==> src/sv/lda_topic_weight_sampler_top_defines.svh <==
// Assertion macros for the sampler's RTL files.
// Included by files that carry concurrent assertions; no other dependencies.
`ifndef LDA_TOPIC_WEIGHT_SAMPLER_TOP_DEFINES_SVH
`define LDA_TOPIC_WEIGHT_SAMPLER_TOP_DEFINES_SVH

// Implication checked on every rising edge outside reset.
`define LTS_ASSERT_IMP(lbl, clk, rst_n, ante, cons, msg) \
    lbl: assert property (@(posedge clk) disable iff (!rst_n) (ante) |-> (cons)) \
        else $error(msg);

// Implication whose consequent is checked in the cycle after the antecedent.
`define LTS_ASSERT_NEXT(lbl, clk, rst_n, ante, cons, msg) \
    lbl: assert property (@(posedge clk) disable iff (!rst_n) (ante) |=> (cons)) \
        else $error(msg);

`endif

==> src/sv/lts_pkg.sv <==
// Shared types and constants for the LDA topic weight sampler.
// No dependencies.
package lts_pkg;

    localparam int MaxTopics = 1024;
    localparam int TopicIdxW = $clog2(MaxTopics);
    localparam int TopicCntW = $clog2(MaxTopics + 1);
    localparam int OutTopicW = 10;
    localparam int WeightW   = 48;
    localparam int TotalW    = 58;
    localparam int DivW      = 64;

    localparam logic [1:0] CfgBeta      = 2'd0;
    localparam logic [1:0] CfgBetaTotal = 2'd1;
    localparam logic [1:0] CfgAlphaTot  = 2'd2;

    typedef enum logic [3:0] {
        ST_IDLE,
        ST_DIV,
        ST_MUL_HI,
        ST_MUL_LO,
        ST_STORE,
        ST_SCALE_HI,
        ST_SCALE_LO,
        ST_WALK_RD,
        ST_WALK,
        ST_FRAC,
        ST_OUT
    } t_state;

    // controller -> datapath
    typedef struct packed {
        logic load_item;   // capture input transaction, set up weight division
        logic div_step;    // one restoring-division step
        logic mul_hi;      // left * right integer part
        logic mul_lo;      // left * right fraction part, form weight
        logic store;       // write weight, accumulate
        logic scale_hi;
        logic scale_lo;
        logic walk_start;  // clear cumulative sum, issue read of entry 0
        logic walk_step;   // add read entry, compare, issue next read
        logic frac_start;  // set up word-probability division
        logic finish;      // clear token state
    } t_cmd;

    // datapath -> controller
    typedef struct packed {
        logic div_done;
        logic total_zero;
        logic walk_hit;
        logic walk_end;
        logic is_last;
        logic frac_sat;
    } t_status;

endpackage

==> src/sv/lts_ctrl.sv <==
// Controller state machine sequencing item processing, the sampling walk, the word-probability division and the output.
// Depends on lts_pkg.
module lts_ctrl
    import lts_pkg::*;
(
    input  logic    i_clk,
    input  logic    i_rst_n,
    input  logic    i_in_valid,
    output logic    o_in_stall,
    output logic    o_out_valid,
    input  logic    i_out_stall,
    input  t_status i_status,
    output t_cmd    o_cmd
);

    t_state r_state, n_state;

    always_ff @(posedge i_clk) begin
        if (!i_rst_n) r_state <= ST_IDLE;
        else          r_state <= n_state;
    end

    always_comb begin
        n_state     = r_state;
        o_cmd       = '0;
        o_in_stall  = 1'b1;
        o_out_valid = 1'b0;
        case (r_state)
            ST_IDLE: begin
                o_in_stall = 1'b0;
                if (i_in_valid) begin
                    o_cmd.load_item = 1'b1;
                    n_state = ST_DIV;
                end
            end
            ST_DIV: begin
                if (i_status.div_done) n_state = ST_MUL_HI;
                else o_cmd.div_step = 1'b1;
            end
            ST_MUL_HI: begin
                o_cmd.mul_hi = 1'b1;
                n_state = ST_MUL_LO;
            end
            ST_MUL_LO: begin
                o_cmd.mul_lo = 1'b1;
                n_state = ST_STORE;
            end
            ST_STORE: begin
                o_cmd.store = 1'b1;
                n_state = i_status.is_last ? ST_SCALE_HI : ST_IDLE;
            end
            ST_SCALE_HI: begin
                o_cmd.scale_hi = 1'b1;
                n_state = ST_SCALE_LO;
            end
            ST_SCALE_LO: begin
                o_cmd.scale_lo = 1'b1;
                n_state = ST_WALK_RD;
            end
            ST_WALK_RD: begin
                o_cmd.walk_start = 1'b1;
                n_state = i_status.total_zero ? ST_FRAC : ST_WALK;
            end
            ST_WALK: begin
                o_cmd.walk_step = 1'b1;
                if (i_status.walk_hit || i_status.walk_end) n_state = ST_FRAC;
            end
            ST_FRAC: begin
                if (o_cmd.frac_start == 1'b0 && i_status.div_done) n_state = ST_OUT;
                else o_cmd.div_step = 1'b1;
            end
            ST_OUT: begin
                o_out_valid = 1'b1;
                if (!i_out_stall) begin
                    o_cmd.finish = 1'b1;
                    n_state = ST_IDLE;
                end
            end
            default: n_state = ST_IDLE;
        endcase
        if (r_state == ST_WALK_RD) o_cmd.frac_start = 1'b1;
        if (r_state == ST_WALK && n_state == ST_FRAC) o_cmd.frac_start = 1'b1;
        if (o_cmd.frac_start) o_cmd.walk_step = o_cmd.walk_step;
    end

endmodule

==> config.mk <==
export PLATFORM = sky130hd
export DESIGN_NAME = lts_ctrl
export DESIGN_NICKNAME = d
export VERILOG_FILES = /design/src/sv/lda_topic_weight_sampler_top_defines.svh /design/src/sv/lts_pkg.sv /design/src/sv/lts_ctrl.sv
export SDC_FILE = /design/constraint.sdc
export NUM_CORES = 1
export LEC_CHECK = 0
export BUFFER_PORTS_ARGS = -buffer_cell sky130_fd_sc_hd__buf_4
export CAP_MARGIN = 40
export CELL_PAD_IN_SITES_DETAIL_PLACEMENT = 0
export CELL_PAD_IN_SITES_GLOBAL_PLACEMENT = 2
export CORE_MARGIN = 5
export CORE_UTILIZATION = 19
export CTS_CLUSTER_SIZE = 25
export DETAILED_ROUTE_END_ITERATION = 6
export PLACE_DENSITY = 0.73
export SYNTH_ARGS = -nofsm -noshare
export SYNTH_HDL_FRONTEND = slang
export SYNTH_SLANG_ARGS = --single-unit
export TNS_END_PERCENT = 1
==> constraint.sdc <==
create_clock -name i_clk -period 1.4 [get_ports i_clk]
set_clock_uncertainty 0.2 [all_clocks]
set_input_delay 0.21 -clock i_clk [delete_from_list [all_inputs] [get_ports i_clk]]
set_output_delay 0.21 -clock i_clk [all_outputs]
set_load 0.01 [all_outputs]
==> results.sh, run 1 <==
export IMPL_synth_seq_cells=4
export IMPL_cp_cell_sequence="nor4b_4 -> a21o_1 -> buf_6"
export IMPL_hold_buffers=0
export IMPL_start_util_pct=20.42
export IMPL_failed_checks="setup timing"
export IMPL_synth_avg_cell_area_um2=7.940
export IMPL_portBuffers=21
export IMPL_ant_nets=0
export IMPL_worstPathRequired_ns=0.99
export IMPL_p_clk_share_pct=30.9
export IMPL_top_usage_layer="met2"
export IMPL_synth_most_common_cell="nand2b_1"
export IMPL_crit_slowest_cell="dfxtp_4"
export IMPL_grt_pass1_vias=471
export IMPL_max_freq_mhz=615.4
export IMPL_htree_levels=1
export IMPL_avgViaCountPerCell=4.293
export IMPL_wl_per_cell_um=11.80
export IMPL_dp_cells=109
export IMPL_rr_endpoint="r_state[0]"
export IMPL_synth_area_um2=412.9
export IMPL_yosys_warnings=0
export IMPL_whs_path_depth=2
export IMPL_hold_violations=0
export IMPL_p_per_area_nw_per_um2=542.6
export IMPL_multi_input_area_um2=351.6
export IMPL_synth_nets=62
export IMPL_cts_root_buffer_cell="clkbuf_4"
export IMPL_first_iter_violations=4
export IMPL_fin_ws_ns=-0.2248
export IMPL_slew_headroom_pct=82.35
export IMPL_yosys_most_used_dff="dfxtp_1"
export IMPL_max_vdd_ir_drop_uv=298.6
export IMPL_p_int_w=0.0003135
export IMPL_first_pass_iters=4
export IMPL_min_path_type="in2reg"
export IMPL_largest_registers="r_state x4"
export IMPL_rows=16
export IMPL_cts_tree="done"
export IMPL_comb_power_share_pct=37.9
export IMPL_routabilityCongestion=0.6637
export IMPL_die_height_um=56.62
export IMPL_synth_common_cells="nand2b_1, nor2_1, a21oi_1, dfxtp_1, nor3_1"
export IMPL_yosys_area_top_type_share_pct=19.39
export IMPL_worst_setup_path_type="reg2out"
export IMPL_synth_top_cell_by_area="dfxtp_1"
export IMPL_use_met2_pct=14.03
export IMPL_rsz0062_at_grt="yes"
export IMPL_clk_pin_slew_ns=0.04
export IMPL_core_area_um2=2022
export IMPL_synth_edf_count=0
export IMPL_netlist_instances=52
export IMPL_layout_nets=101
export IMPL_gr_usage_met1_pct=10.72
export IMPL_timing_final_crit_period_ns=1.625
export IMPL_status="finished, violations left"
export IMPL_vias=498
export IMPL_gr_total_overflow=0
export IMPL_clk_path_buf_depth=2
export IMPL_regMostFlops="r_state"
export IMPL_worstHoldEndpoint="r_state[3]"
export IMPL_crit_path_start_kind="flop"
export IMPL_p_seq_share_pct=31.1
export IMPL_cts_made_buffers=3
export IMPL_crit_buf_inv=1
export IMPL_dieArea_um2=3205
export IMPL_drive_above_1_share_pct=68.54
export IMPL_antenna_found_initial=0
export IMPL_grt_max_degree=10
export IMPL_ys_seq_area_share_pct=19.39
export IMPL_period_share_pct=116.1
export IMPL_setup_tns_ns=-1.605
export IMPL_grtUsageMet3_pct=2.982
export IMPL_dieWidth_um=56.62
export IMPL_synth_area_leaders="dfxtp_1, nor4b_4, nand2b_1"
export IMPL_syn2layout_area_growth_pct=99.70
export IMPL_tightest_slew_ns=0.2636
export IMPL_pin_count=23
export IMPL_fin_cells=116
export IMPL_grt_pass1_wl_um=2221
export IMPL_regToRegStartpoint="r_state[1]"
export IMPL_switching_share_pct=29.92
export IMPL_clk_insertion_delay_late_ns=0.23
export IMPL_finalSetupViolCount=14
export IMPL_diodes=0
export IMPL_endpoint_kind="primary output"
export IMPL_hp_start="i_rst_n"
export IMPL_slowest_delay_ns=0.38
export IMPL_async_reset_ff_share_pct=0
export IMPL_arrival_ns=1.21
export IMPL_r2r_cells=5
export IMPL_p_sw_w=0.0001339
export IMPL_final_seq_area_um2=90.09
export IMPL_drv_cap=0
export IMPL_drt_wl_total_um=1369
export IMPL_grt_usage_pct=9.014
export IMPL_fillers=211
export IMPL_crit_family="flip-flops"
export IMPL_rrSetupSlack_ns=-0.14
export IMPL_cp_max_fo=8
export IMPL_place_hpwl_um=1075
export IMPL_yosysUniqueCellTypes=24
export IMPL_final_max_slew_viol_count=0
export IMPL_drc=0
export IMPL_power_leakage_nw=0.3791
export IMPL_largest_reg_flops=4
export IMPL_cts_sinks=4
export IMPL_fin_util_pct=40.78
## what timing repair did
item	4_1_cts	5_1_grt
gates resized for setup	14	11
buffers inserted	3	1
pin swaps	4	4
endpoints found under the setup margin	15	15
## worst register-to-register path: stages, from the launching register on
cell	delay, ns
dfxtp_4	0.38
nor4b_4	0.34
buf_4	0.16
buf_4	0.10
a221oi_2	0.05
a211oi_2	0.21
## stage by stage
stage	power [W]	hold slack (ns)	cell area, um^2	setup WS [ns]
after floorplan	0.0002175	0.1275	416.7	0.006978
after global placement	0.0002889	0.2566	678.2	-0.04780
after detailed placement	0.0002903	0.2623	678.2	-0.05824
after CTS	0.0004467	0.01443	774.5	-0.2492
after global routing	0.0004856	0.01329	824.5	-0.2715
final	0.0004474	0.02179	824.5	-0.2248
## power groups by stage
stage	combinational [W]	sequential [W]	clock, W
finish	0.000170	0.000139	0.000138
global route	0.000184	0.000142	0.000160
CTS	0.000160	0.000139	0.000147
detailed placement	0.000151	0.000139	0
global placement	0.000150	0.000139	0
floorplan	0.0000840	0.000134	0
## per-layer routing
metal | share of wire (%) | vias up
li1 | - | 265
met1 | 43 | 222
met2 | 50 | 11
met3 | 6.2 | 0
met4 | 0 | 0
met5 | 0 | -
## cells in the final DEF, fill, tap and decap left out, types with 2 or more instances in the layout
cell,instances
nand2b_1,5
dfxtp_2,2
a21oi_1,5
buf_6,6
nor3_2,3
a21o_1,2
nor2_1,3
nor4b_4,2
nor2_4,3
clkbuf_4,3
dfxtp_4,2
buf_4,31
nand2b_4,2
inv_1,3
## cell families after synthesis
kind of cell / after synthesis / share of synthesized area, %
compound gates: 15 / 28.18
buf+inv: 7 / 8.787
flops: 4 / 19.39
simple gates: 26 / 43.64
## layout make-up
cell class | count | area share (%)
well taps | 27 | 4.097
clock buffers | 3 | 2.731
multi-input cells | 41 | 42.64
flip-flops and latches | 4 | 10.93
repair buffers | 38 | 38.24
inverters | 3 | 1.366
## worst max-delay path by stage
stage | to | from | cells past startpoint | slack [ns]
finish | o_cmd[1] | r_state[1] | 3 | -0.22
global route | o_cmd[0] | r_state[0] | 3 | -0.27
CTS | o_cmd[1] | r_state[2] | 4 | -0.25
detailed placement | o_cmd[1] | r_state[2] | 5 | -0.06
global placement | o_cmd[1] | r_state[2] | 5 | -0.05
floorplan | o_cmd[0] | r_state[2] | 3 | 0.007
Note: power is estimated with default switching activity, not from simulation.
==> run 2: changes to the inputs <==
--- a/config.mk
+++ b/config.mk
@@ -10,10 +10,10 @@
 export CELL_PAD_IN_SITES_DETAIL_PLACEMENT = 0
 export CELL_PAD_IN_SITES_GLOBAL_PLACEMENT = 2
 export CORE_MARGIN = 5
-export CORE_UTILIZATION = 19
+export CORE_UTILIZATION = 21
 export CTS_CLUSTER_SIZE = 25
 export DETAILED_ROUTE_END_ITERATION = 6
-export PLACE_DENSITY = 0.73
+export PLACE_DENSITY = 0.76
 export SYNTH_ARGS = -nofsm -noshare
 export SYNTH_HDL_FRONTEND = slang
 export SYNTH_SLANG_ARGS = --single-unit
==> constraint.sdc (replaced) <==
create_clock -name i_clk -period 1.7 [get_ports i_clk]
set_clock_uncertainty 0.2 [all_clocks]
set_input_delay 0.255 -clock i_clk [delete_from_list [all_inputs] [get_ports i_clk]]
set_output_delay 0.255 -clock i_clk [all_outputs]
set_load 0.01 [all_outputs]
==> results.sh, run 2 (synthesis gave the netlist of run 1 again) <==
export IMPL_status="finished, final reports clean"
export IMPL_postLayoutCellArea_um2=666.9
export IMPL_largest_reg_flops=4
export IMPL_diodes=0
export IMPL_drive_above_1_share_pct=52.56
export IMPL_portBuffers=21
export IMPL_avgViaCountPerCell=4.429
export IMPL_grt_pass1_wl_um=1952
export IMPL_first_iter_violations=1
export IMPL_rows=16
export IMPL_place_hpwl_um=1027
export IMPL_slew_headroom_pct=80.37
export IMPL_routabilityCongestion=0.8512
export IMPL_regMostFlops="r_state"
export IMPL_antenna_found_initial=0
export IMPL_grt_max_degree=13
export IMPL_vias=465
export IMPL_arrival_ns=1.19
export IMPL_cts_tree="done"
export IMPL_dp_cells=102
export IMPL_hold_buffers=0
export IMPL_period_share_pct=96.88
export IMPL_r2r_cells=5
export IMPL_setup_tns_ns=0
export IMPL_startpoint="r_state[2]"
export IMPL_worst_setup_path_type="reg2out"
export IMPL_final_max_slew_viol_count=0
export IMPL_fin_ws_ns=0.05299
export IMPL_core_area_um2=1922
export IMPL_clk_insertion_delay_late_ns=0.23
export IMPL_grt_pass1_vias=456
export IMPL_die_height_um=54.34
export IMPL_timing_final_crit_period_ns=1.647
export IMPL_wirelength_met1_um=533
export IMPL_hold_violations=0
export IMPL_p_per_area_nw_per_um2=512.6
export IMPL_met3WireLength_um=57
export IMPL_dieWidth_um=54.34
export IMPL_wl_met2_um=661
export IMPL_hp_start="i_rst_n"
export IMPL_ant_nets=0
export IMPL_layout_nets=90
export IMPL_cts_root_buffer_cell="clkbuf_4"
export IMPL_fin_util_pct=34.70
export IMPL_whs_path_depth=2
export IMPL_cts_made_buffers=3
export IMPL_worstPathRequired_ns=1.24
export IMPL_min_path_type="in2reg"
export IMPL_cts_sinks=4
export IMPL_clk_pin_slew_ns=0.04
export IMPL_gr_total_overflow=0
export IMPL_drv_cap=0
export IMPL_syn2layout_area_growth_pct=61.52
export IMPL_largest_registers="r_state x4"
export IMPL_highest_layer="met3"
export IMPL_drt_wl_total_um=1251
export IMPL_wl_per_cell_um=11.91
export IMPL_max_freq_mhz=607.2
export IMPL_htree_levels=1
export IMPL_grt_usage_pct=8.850
export IMPL_finalSetupViolCount=0
export IMPL_power_leakage_nw=0.2939
export IMPL_dieArea_um2=2953
export IMPL_first_pass_iters=2
export IMPL_final_cell_mix="buf_4, nand2b_1, nor2_1"
export IMPL_pin_count=23
export IMPL_cp_max_fo=4
export IMPL_regToRegStartpoint="r_state[2]"
export IMPL_clk_path_buf_depth=2
export IMPL_fillers=225
export IMPL_crit_path_start_kind="flop"
export IMPL_fin_cells=105
export IMPL_place_area_um2=624.3
export IMPL_drc=0
export IMPL_max_vdd_ir_drop_uv=207.7
export IMPL_endpoint_kind="primary output"
export IMPL_tightest_slew_ns=0.2932
export IMPL_pre_cts_slack_ns=0.1482
export IMPL_rsz0062_at_grt="no"
export IMPL_start_util_pct=21.48
export IMPL_final_common_cell="buf_4"
-- run 2: changes by cell type in the layout (fill, tap and decap cells not counted), sizes merged --
cell and delta:
buf -11
-- run 2: report_power, final --
part,internal [W],total [W],switching [W]
sequential,0.000100,0.000114,0.0000135
clock,0.0000789,0.000116,0.0000375
combinational,0.0000611,0.000112,0.0000507
total,0.000240,0.000342,0.000102
-- run 2: layer usage --
metal | track usage (%) | up-vias
met5 | 0 | -
met4 | 2.490 | 0
met3 | 1.090 | 0
met2 | 15.94 | 9
met1 | 10.88 | 212
li1 | - | 244
-- run 2: worst paths after layout --
kind	end	slack, ns
max	o_cmd[2]	0.05
min	r_state[3]	0.08
max reg2reg	r_state[0]	0.30
min reg2reg	r_state[3]	0.46
-- run 2: repair_timing --
action                     in CTS  in global routing
pin swaps                       1                  1
setup endpoints to repair       8                  5
buffers inserted                0                  0
gates resized for setup         3                  4
gates cloned                    0                  0
-- run 2: layout make-up --
type                       instances  area, um^2  share of cell area (%)
clock buffer                       3       22.52                   3.377
inverter                           3       11.26                   1.689
multi-input combinational         41       309.0                   46.34
sequential                         4       87.58                   13.13
tap                               27       33.78                   5.066
timing repair buffer              27       202.7                   30.39
-- run 2: critical path, cell delays in order (launching register included) --
cell and delay [ns]:
dfxtp_1 0.30, buf_4 0.15, nor4b_4 0.23, buf_4 0.17, buf_4 0.11
-- run 2: stage by stage --
stage | hold slack, ns | total power, W
floorplan | 0.1725 | 0.0001769
global placement | 0.3212 | 0.0002248
detailed placement | 0.3216 | 0.0002269
CTS | 0.07690 | 0.0003494
global route | 0.08312 | 0.0003661
finish | 0.07674 | 0.0003419
==> run 3: changes to the inputs <==
--- a/config.mk
+++ b/config.mk
@@ -9,6 +9,7 @@
 export CAP_MARGIN = 40
 export CELL_PAD_IN_SITES_DETAIL_PLACEMENT = 0
 export CELL_PAD_IN_SITES_GLOBAL_PLACEMENT = 2
+export CORE_ASPECT_RATIO = 0.8
 export CORE_MARGIN = 5
 export CORE_UTILIZATION = 21
 export CTS_CLUSTER_SIZE = 25
==> results.sh, run 3 (synthesis gave the netlist of run 1 again) <==
export IMPL_status="finished, final reports clean"
export IMPL_worstPathRequired_ns=1.24
export IMPL_first_pass_iters=3
export IMPL_timing_final_crit_period_ns=1.650
export IMPL_power_leakage_nw=0.3210
export IMPL_fin_ws_ns=0.04986
export IMPL_hold_violations=0
export IMPL_min_path_type="in2reg"
export IMPL_rsz0062_at_grt="yes"
export IMPL_drive_above_1_share_pct=54.22
export IMPL_place_area_um2=628.1
export IMPL_ant_nets=0
export IMPL_hold_buffers=0
export IMPL_max_vdd_ir_drop_uv=377.8
export IMPL_clk_insertion_delay_late_ns=0.23
export IMPL_slowest_delay_ns=0.34
export IMPL_place_hpwl_um=970.7
export IMPL_cp_max_fo=7
export IMPL_finalSetupViolCount=0
export IMPL_whs_path_depth=2
export IMPL_worst_setup_path_type="reg2out"
export IMPL_tightest_slew_ns=0.2672
export IMPL_drv_cap=0
export IMPL_regMostFlops="r_state"
export IMPL_cp_cell_sequence="buf_4 -> nand2b_1 -> nor3_1 -> buf_4"
export IMPL_rows=14
export IMPL_comb_power_share_pct=33.2
export IMPL_cts_sinks=4
export IMPL_worstHoldEndpoint="r_state[3]"
export IMPL_critical_path_most_common_cell="buf_4"
export IMPL_grt_pass1_vias=428
export IMPL_diodes=0
export IMPL_pre_cts_slack_ns=0.08598
export IMPL_period_share_pct=97.07
export IMPL_endpoint_kind="primary output"
export IMPL_switching_share_pct=29.47
export IMPL_power_w=0.0003508
export IMPL_core_area_um2=1874
export IMPL_crit_path_start_kind="flop"
export IMPL_clk_path_buf_depth=2
export IMPL_rr_endpoint="r_state[0]"
export IMPL_rrSetupSlack_ns=0.21
export IMPL_vias=485
export IMPL_clk_pin_slew_ns=0.04
export IMPL_hp_start="i_rst_n"
export IMPL_avgViaCountPerCell=4.533
export IMPL_htree_levels=1
export IMPL_postLayoutCellArea_um2=696.9
export IMPL_start_util_pct=22.03
export IMPL_final_cell_mix="buf_4, nand2b_1, nor2_1"
export IMPL_dieWidth_um=59.58
export IMPL_p_sw_w=0.0001034
export IMPL_grt_usage_pct=8.794
export IMPL_largest_reg_flops=4
export IMPL_max_freq_mhz=606.0
export IMPL_largest_registers="r_state x4"
export IMPL_pin_count=23
export IMPL_final_common_cell="buf_4"
export IMPL_layout_nets=95
export IMPL_p_int_w=0.0002475
export IMPL_dieArea_um2=2958
export IMPL_first_iter_violations=14
export IMPL_routabilityCongestion=0.7139
export IMPL_die_height_um=49.66
export IMPL_cts_tree="done"
export IMPL_drt_wl_total_um=1203
export IMPL_crit_slowest_cell="dfxtp_2"
export IMPL_wl_per_cell_um=11.24
export IMPL_antenna_found_initial=0
export IMPL_grt_pass1_wl_um=1973
export IMPL_syn2layout_area_growth_pct=68.79
export IMPL_setup_tns_ns=0
export IMPL_p_seq_share_pct=33.6
export IMPL_gr_total_overflow=0
export IMPL_slew_headroom_pct=82.11
export IMPL_regToRegStartpoint="r_state[1]"
export IMPL_grt_max_degree=14
export IMPL_cts_root_buffer_cell="clkbuf_4"
export IMPL_portBuffers=21
export IMPL_p_clk_share_pct=33.2
export IMPL_r2r_cells=5
export IMPL_drc=0
export IMPL_arrival_ns=1.20
export IMPL_final_max_slew_viol_count=0
export IMPL_cts_made_buffers=3
export IMPL_p_per_area_nw_per_um2=503.4
## run 3: cell count changes in the layout (fill, tap and decap cells not counted)
cell,delta
nor2_2,+1
nor3_2,-1
dfxtp_2,+1
nor2_4,-1
buf_6,+2
dfxtp_1,-1
nor3_1,+1
buf_4,+3
nand2b_2,-1
nand2b_1,+1
## run 3: power by group through the flow
| stage | logic [W] | clock network [W] | registers [W] |
|---|---|---|---|
| finish | 0.000116 | 0.000117 | 0.000118 |
| global placement | 0.000109 | 0 | 0.000119 |
| detailed placement | 0.000110 | 0 | 0.000119 |
| floorplan | 0.0000675 | 0 | 0.000109 |
| global route | 0.000125 | 0.000130 | 0.000120 |
| CTS | 0.000111 | 0.000125 | 0.000118 |
## run 3: what timing repair did
item                                    CTS  global route
resized for setup                         5             2
endpoints found under the setup margin   12             5
hold endpoints to repair                  0             0
setup buffers                             1             3
pin swaps                                 2             2
## run 3: layout make-up
type / count / area, um^2
fill: 195 / 1177
multi-input combinational: 41 / 296.5
timing repair buffer: 32 / 247.7
sequential: 4 / 88.84
tap: 24 / 30.03
clock buffer: 3 / 22.52
inverter: 3 / 11.26
## run 3: how the worst max path moves through the flow
stage / endpoint / start / slack (ns)
floorplan: o_cmd[1] / r_state[1] / 0.23
global placement: o_cmd[9] / r_state[0] / 0.08
detailed placement: o_cmd[1] / r_state[0] / 0.09
CTS: o_cmd[9] / r_state[1] / 0.001
global route: o_cmd[0] / r_state[2] / -0.01
finish: o_cmd[0] / r_state[2] / 0.05
## run 3: critical path, delay by kind of cell, from the launching register on
kind                   cells  cell delay, ns
and+or+nand+nor            2            0.31
DFF                        1            0.34
buffers and inverters      2            0.31
## run 3: per-layer routing
metal	routed length, um	vias up	GRT usage [%]
li1	-	248	-
met1	580	220	11.30
met2	498	17	12.91
met3	123	0	5.222
met4	0	0	1.107
met5	0	-	0
## run 3: through the flow
| step | util, % | std cells | hold WS (ns) |
|---|---|---|---|
| 2_1_floorplan | - | 52 | 0.1725 |
| 3_3_place_gp | 33.51 | 100 | 0.3021 |
| 3_5_place_dp | 33.51 | 100 | 0.3024 |
| 4_1_cts | 35.65 | 104 | 0.05923 |
| 5_1_grt | 37.18 | 107 | 0.07233 |
| 6_report | 37.18 | 107 | 0.06324 |
